**src/design/fomr_pkg.sv**
```systemverilog
// ----------------------------------------------------------------------------
// fomr_pkg
// Shared sizes, codes and helpers of the fanout overwrite message ring engine.
// ----------------------------------------------------------------------------
package fomr_pkg;

    // sizes of the engine
    localparam int MESSAGE_BYTES = 64;
    localparam int MAX_HISTORY   = 8;
    localparam int SUBSCRIBERS   = 4;
    localparam int NUM_RINGS     = 4;
    localparam int RING_SLOTS    = MAX_HISTORY + 1;

    localparam int SLOT_W   = $clog2(RING_SLOTS);
    localparam int IDX_W    = $clog2(MESSAGE_BYTES);
    localparam int CNT_W    = $clog2(MESSAGE_BYTES + 1);
    localparam int BYTE_AW  = $clog2(RING_SLOTS * MESSAGE_BYTES);
    localparam int HIST_W   = 4;
    localparam int SUB_W    = 2;
    localparam int CFG_IDX_W = 3;
    localparam int CFG_DATA_W = 4;
    localparam int IN_TDATA_W  = 16;
    localparam int OUT_TDATA_W = 16;

    // register indexes
    localparam logic [CFG_IDX_W-1:0] REG_ENABLE = 3'd0;
    localparam logic [CFG_IDX_W-1:0] REG_HIST_0 = 3'd1;

    // input word kind
    localparam logic ACT_PUBLISH = 1'b0;
    localparam logic ACT_FETCH   = 1'b1;

    // result status codes
    localparam logic [1:0] STATUS_PUBLISHED = 2'd0;
    localparam logic [1:0] STATUS_REJECTED  = 2'd1;
    localparam logic [1:0] STATUS_EMPTY     = 2'd2;
    localparam logic [1:0] STATUS_DATA      = 2'd3;

    // output register source select
    localparam logic [1:0] OUT_PUB   = 2'd0;
    localparam logic [1:0] OUT_EMPTY = 2'd1;
    localparam logic [1:0] OUT_DATA  = 2'd2;

    // controller to datapath commands
    typedef struct packed {
        logic       pub_wr;
        logic       fetch_start;
        logic       rd_first;
        logic       len_latch;
        logic       byte_adv;
        logic       out_load;
        logic [1:0] out_sel;
    } cmd_t;

    // datapath to controller status
    typedef struct packed {
        logic empty;
        logic len_ok;
        logic byte_last;
    } stat_t;

    // highest slot index of a ring for a given history length
    function automatic logic [SLOT_W-1:0] last_slot(input logic [HIST_W-1:0] hist);
        logic [SLOT_W-1:0] res;
        if (hist == '0)
            res = SLOT_W'(1);
        else if (hist > HIST_W'(MAX_HISTORY))
            res = SLOT_W'(MAX_HISTORY);
        else
            res = SLOT_W'(hist);
        return res;
    endfunction

    // ring index advance with wrap
    function automatic logic [SLOT_W-1:0] next_slot(input logic [SLOT_W-1:0] idx,
                                                    input logic [HIST_W-1:0] hist);
        logic [SLOT_W-1:0] res;
        if (idx == last_slot(hist))
            res = '0;
        else
            res = idx + 1'b1;
        return res;
    endfunction

    // byte store address of one slot position
    function automatic logic [BYTE_AW-1:0] byte_addr(input logic [SLOT_W-1:0] slot,
                                                     input logic [IDX_W-1:0] idx);
        return BYTE_AW'(slot) * BYTE_AW'(MESSAGE_BYTES) + BYTE_AW'(idx);
    endfunction

endpackage

```
**src/design/fomr_ctrl.sv**
```systemverilog
// ----------------------------------------------------------------------------
// fomr_ctrl
// Sequencer for publish and fetch words and the result handshake.
// ----------------------------------------------------------------------------
module fomr_ctrl (
    input  logic            clk,
    input  logic            rst_n,
    input  logic            s_tvalid,
    output logic            s_tready,
    input  logic            in_action,
    input  logic            in_last,
    output logic            m_tvalid,
    input  logic            m_tready,
    input  fomr_pkg::stat_t stat,
    output fomr_pkg::cmd_t  cmd
);
    import fomr_pkg::*;

    localparam logic [1:0] S_IDLE   = 2'd0;
    localparam logic [1:0] S_RDLEN  = 2'd1;
    localparam logic [1:0] S_CHKLEN = 2'd2;
    localparam logic [1:0] S_BYTE   = 2'd3;

    logic [1:0] state_reg;
    logic [1:0] state_next;
    logic       out_valid_reg;
    logic       out_valid_next;
    logic       out_free;
    logic       accept;

    assign out_free = !out_valid_reg || m_tready;
    assign s_tready = (state_reg == S_IDLE) && out_free;
    assign accept   = s_tvalid && s_tready;

    // command decode and next state
    always_comb
    begin
        cmd        = '0;
        state_next = state_reg;
        unique case (state_reg)
            S_IDLE:
            begin
                if (accept)
                begin
                    priority if (in_action == ACT_PUBLISH)
                    begin
                        cmd.pub_wr = 1'b1;
                        if (in_last)
                        begin
                            cmd.out_load = 1'b1;
                            cmd.out_sel  = OUT_PUB;
                        end
                    end
                    else if (stat.empty)
                    begin
                        cmd.out_load = 1'b1;
                        cmd.out_sel  = OUT_EMPTY;
                    end
                    else
                    begin
                        cmd.fetch_start = 1'b1;
                        state_next      = S_RDLEN;
                    end
                end
            end
            S_RDLEN:
            begin
                cmd.rd_first = 1'b1;
                state_next   = S_CHKLEN;
            end
            S_CHKLEN:
            begin
                cmd.len_latch = 1'b1;
                if (stat.len_ok)
                begin
                    state_next = S_BYTE;
                end
                else
                begin
                    cmd.out_load = 1'b1;
                    cmd.out_sel  = OUT_EMPTY;
                    state_next   = S_IDLE;
                end
            end
            S_BYTE:
            begin
                if (out_free)
                begin
                    cmd.out_load = 1'b1;
                    cmd.out_sel  = OUT_DATA;
                    cmd.byte_adv = 1'b1;
                    if (stat.byte_last)
                    begin
                        state_next = S_IDLE;
                    end
                end
            end
        endcase
    end

    // result valid flag
    always_comb
    begin
        priority if (cmd.out_load)
            out_valid_next = 1'b1;
        else if (m_tready)
            out_valid_next = 1'b0;
        else
            out_valid_next = out_valid_reg;
    end

    always_ff @(posedge clk or negedge rst_n)
    begin
        if (!rst_n)
        begin
            state_reg     <= S_IDLE;
            out_valid_reg <= 1'b0;
        end
        else
        begin
            state_reg     <= state_next;
            out_valid_reg <= out_valid_next;
        end
    end

    assign m_tvalid = out_valid_reg;

    // checks
    a_fetch_reads: assert property (@(posedge clk) disable iff (!rst_n)
        cmd.fetch_start |=> state_reg == S_RDLEN)
        else $error("fetch start did not go to length read");

    a_rdlen_then_check: assert property (@(posedge clk) disable iff (!rst_n)
        state_reg == S_RDLEN |=> state_reg == S_CHKLEN)
        else $error("length read not followed by length check");

    a_check_out_free: assert property (@(posedge clk) disable iff (!rst_n)
        state_reg == S_CHKLEN |-> !out_valid_reg)
        else $error("result register busy at length check");

    a_no_overwrite: assert property (@(posedge clk) disable iff (!rst_n)
        cmd.out_load |-> (!out_valid_reg || m_tready))
        else $error("pending result overwritten");

endmodule

```
**config.mk**
```make
export PLATFORM = sky130hd
export DESIGN_NAME = fomr_ctrl
export DESIGN_NICKNAME = d
export VERILOG_FILES = /design/src/design/fomr_pkg.sv /design/src/design/fomr_ctrl.sv
export SDC_FILE = /design/constraint.sdc
export NUM_CORES = 1
export LEC_CHECK = 0
export BUFFER_PORTS_ARGS = -buffer_cell sky130_fd_sc_hd__buf_2
export CAP_MARGIN = 15
export CORE_AREA = 2 2 39 41
export DETAILED_ROUTE_END_ITERATION = 6
export DIE_AREA = 0 0 41 43
export PLACE_DENSITY = 0.62
export SYNTH_ARGS = -nofsm -noshare
export SYNTH_HDL_FRONTEND = slang
export SYNTH_SLANG_ARGS = --single-unit
```
**constraint.sdc**
```tcl
create_clock -name clk -period 1.2 [get_ports clk]
set_clock_uncertainty 0.1 [all_clocks]
set_input_delay 0.12 -clock clk [delete_from_list [all_inputs] [get_ports clk]]
set_output_delay 0.12 -clock clk [all_outputs]
set_load 0.05 [all_outputs]
```
==> PnR_summary.wiki <==
{| class="wikitable"
! Metric !! Value
|-
| Detail Placement HPWL || 655.3 µm
|-
| CTS tree || yes
|-
| Adder and majority cell fraction of the synthesized area || 0%
|-
| Total area of sequential cells || 76.32 µm²
|-
| Violations in the final reports || setup timing
|-
| Biggest area contributors in the synthesized netlist || sky130_fd_sc_hd__dfrtp_1, sky130_fd_sc_hd__buf_6, sky130_fd_sc_hd__and3_2, sky130_fd_sc_hd__mux2_4, sky130_fd_sc_hd__nand2b_4
|-
| Average cell area after synthesis || roughly 9 µm²
|-
| Worst slew margin relative to its limit || 83.66%
|-
| Number of placed I/O pins || 19
|-
| Highest-count cells in the layout ignoring fill and taps || sky130_fd_sc_hd__buf_6, sky130_fd_sc_hd__buf_4, sky130_fd_sc_hd__buf_2, sky130_fd_sc_hd__buf_8
|-
| Number of nets with antenna violations after detailed routing || 0
|-
| Clock input transition at the sequential cells of the worst setup and hold paths || ~0.04 ns
|-
| Wl on met1 || 340 µm
|-
| Fin crit share || 127.4%
|-
| Share of synthesized area occupied by flip-flops and latches || 23.90%
|-
| Worst vdd ir || 852.2 µV
|-
| Detailed-routing iteration count for the pre-antenna-repair pass || 3
|-
| Destination of the worst register-to-register timing path || state_reg[0]
|-
| Area share of the largest cell type after synthesis || 23.90%
|-
| Final core occ || 50.36%
|-
| Area share of and/or/nand/nor cells after synthesis || 35.46%
|-
| Vias per cell || roughly 4.5
|-
| Worst Setup SP || state_reg[1]
|-
| Clock Latency Late Sink || 0.23 ns
|-
| Category of the most critical setup path || reg2out
|-
| Vias after detailed routing || between 300 and 400
|-
| Post-Place Cells || 75
|-
| Amount of wire on met3 after detailed routing || 27 µm
|-
| Final standard cell area without fillers || approximately 700 µm²
|-
| Net count reported at finish || 80
|-
| Initial antenna violation count || 0
|-
| Flop pwr share || about 11%
|-
| Tightest Hold Check Type || in2async
|-
| Total Power || ~1.8 mW
|-
| Switching power share of the total || between 40 and 50%
|-
| Area delta synth->final || 121.9%
|-
| Area of the die || ~1800 µm²
|-
| Critical Path Stages || 5
|-
| Weighted congestion at the end of routability-driven global placement || 0.7385
|-
| CP Max Fanout || 3
|-
| Highest-delay cell along the critical path || sky130_fd_sc_hd__dfrtp_1
|-
| Area after DPL || 499.2 µm²
|-
| Number of H-tree levels || 1
|-
| Register-to-register path setup slack || -0.24 ns
|-
| Final WL || 931 µm
|-
| Worst-case setup margin in the final layout || -0.3284 ns
|-
| Critical path capture point || cmd[0]
|-
| Async set or reset register ratio after synthesis || 100.0%
|-
| Worst Max-Slew Pin Slew || approximately 0.25 ns
|-
| Data required time at the worst endpoint || 0.98 ns
|-
| DRC violation total after the first TritonRoute iteration || 2
|-
| Floorplan Core Area || 1384 µm²
|-
| Most used DFF post-synth || sky130_fd_sc_hd__dfrtp_1
|-
| Post-route non-filler standard cell count || 86
|-
| Cell Int Power || roughly 940 µW
|-
| Area of combinational cells with multiple inputs || 241.5 µm²
|-
| Die outline width || between 40 and 50 µm
|-
| Die Height || 43 µm
|-
| Dominant combinational cell family by area after synthesis || simple AND/OR/NAND/NOR gates
|-
| Number of endpoints failing setup at the final stage || 12
|-
| Maximum number of pins on one net before global-route repair || 10
|-
| Critical path arrival || 1.31 ns
|-
| Count of buffers from port buffering || 18
|-
| Switching power total || around 890 µW
|-
| Fraction of synthesized cell area in xor and xnor cells || 0%
|-
| Sort of element at the start of the critical path || flip-flop
|-
| Buffer levels on the longest clock path || 2
|-
| Number of flops mapped to enable cells by yosys || 0
|-
| DRC violations left || 0
|-
| Bufs and invs on worst path || 2
|-
| Num Clock Sinks || 3
|-
| Run status || complete, but fails checks
|-
| Seq cells post-synth || 3
|-
| Count of fill cells added during filler insertion || ~130
|-
| Proportion of power drawn by the clock network || 9.7%
|-
| Max-cap violations || 0
|-
| Capturing element type of the critical path || output port
|-
| Post-detailed-route wirelength per cell || roughly 11 µm
|-
| Critical Path, Cell by Cell || nor2_4 > nand4_1 > buf_6 > o22ai_4 > buf_6
|-
| Number of hold violations in the final report || 0
|-
| Syn_nets || 44
|-
| Number of distinct library cells after synthesis || 24
|-
| Num CTS Buffers || 3
|-
| Minimum clock period after layout || 1.528 ns
|-
| Power density over the cells || 2621 nW/µm²
|-
| Top layer used by detailed routing || met4
|-
| Leak pwr || 0.3329 nW
|-
| Leading area contributor after synthesis || sky130_fd_sc_hd__dfrtp_1
|-
| Vias in the first global route || approximately 350
|-
| Worst stage delay on the critical path || between 0.4 and 0.5 ns
|-
| Mux contribution to synthesized area || 4.781%
|-
| Final count of pins violating max slew || 0
|-
| Proportion of layout cells with a drive suffix above 1 || 78.57%
|-
| Total congestion overflow || 0
|-
| Total number of yosys warnings || 0
|-
| Fmax || 654.3 MHz
|-
| Max reg flops || 2
|-
| Total inserted antenna cells || 0
|-
| Total track usage || between 10% and 20%
|-
| Synth Instances || 35
|-
| RSZ-0062 raised after global routing || yes
|-
| Beginning of the worst register-to-register path || state_reg[1]
|-
| Share of total power in combinational logic || 79.2%
|-
| Post-synth design cell area || 314.1 µm²
|-
| Post-synthesis compound-gate area fraction || 19.12%
|-
| Wire length of the first global-routing pass || about 1.4 mm
|-
| Initial Util || 22.69%
|-
| CTS root buf || sky130_fd_sc_hd__clkbuf_4
|-
| Crit-path most repeated cell || sky130_fd_sc_hd__buf_6
|-
| Placement row count || 14
|-
| Delay-heaviest family, CP || flip-flops
|-
| Depth of the most critical reg-to-reg path || 7
|-
| Met2 layer wire length in the routed design || ~540 µm
|}
[stage by stage]
| step | setup TNS, ns | hold WS (ns) | setup slack, ns |
|---|---|---|---|
| final | -2.610 | 0.1057 | -0.3284 |
| after floorplan | -1.269 | -0.2756 | -0.3255 |
| after global routing | -3.115 | 0.1263 | -0.3713 |
| after CTS | -2.443 | 0.09489 | -0.3012 |
| after detailed placement | -1.138 | -0.1797 | -0.2460 |
| after global placement | -1.018 | -0.1809 | -0.2206 |
[per-layer routing]
metal  vias up  track usage [%]
met4         0            8.000
met1       182            15.16
met3         2            4.712
met2         7            18.44
li1        192                -
met5         -                0
[how the worst min path moves through the flow]
stage          startpoint            to  slack [ns]  cells past startpoint
2_1_floorplan       rst_n      m_tvalid       -0.28                      0
3_3_place_gp        rst_n  state_reg[1]       -0.18                      1
3_5_place_dp        rst_n  state_reg[1]       -0.18                      1
4_1_cts           stat[0]  state_reg[1]        0.09                      3
5_1_grt             rst_n  state_reg[1]        0.13                      2
6_report            rst_n  state_reg[1]        0.11                      2
[Yosys cell counts, types with 2 or more instances]
cell type / number
sky130_fd_sc_hd__a21oi_1: 2
sky130_fd_sc_hd__and3_2: 2
sky130_fd_sc_hd__buf_6: 3
sky130_fd_sc_hd__dfrtp_1: 3
sky130_fd_sc_hd__inv_1: 3
sky130_fd_sc_hd__nand3_1: 2
sky130_fd_sc_hd__nor2_1: 2
sky130_fd_sc_hd__o22ai_1: 2
[kinds of logic (layout without fill, tap and decap cells)]
group,count (synthesis),count (layout)
muxes,1,1
AOI/OAI and AO/OA,8,8
DFF,3,3
and+or+nand+nor,16,16
buffers and inverters,7,42
[area by class of cell]
class                   instances  share of cell area, %
clock buffers                   4                  3.770
inverters                       3                  2.154
multi-input cells              25                  34.65
flip-flops and latches          3                  10.95
well taps                      16                  2.873
repair buffers                 35                  45.60
[repair_timing]
| action | CTS | global route |
|---|---|---|
| pin swaps | 7 | 5 |
| setup buffers | 6 | 2 |
| endpoints found under the hold margin | 3 | 0 |
| endpoints found under the setup margin | 12 | 12 |
| hold buffers | 1 | 0 |
| resized for setup | 30 | 4 |
[power by group through the flow]
stage	sequential, mW	clock [mW]	combinational (mW)
final	0.203	0.177	1.45
after global routing	0.205	0.187	1.53
after CTS	0.203	0.184	1.38
after detailed placement	0.201	0	1.09
after global placement	0.200	0	1.08
after floorplan	0.245	0	0.846
[worst register-to-register path: cells and delay by family, from the launching register on]
kind                   cells  cell delay [ns]
AO/OA/AOI/OAI              1             0.12
AND/OR/NAND/NOR            2             0.24
buffers and inverters      4             0.49
flip-flops                 1             0.41
(Power assumes the default switching activity.)
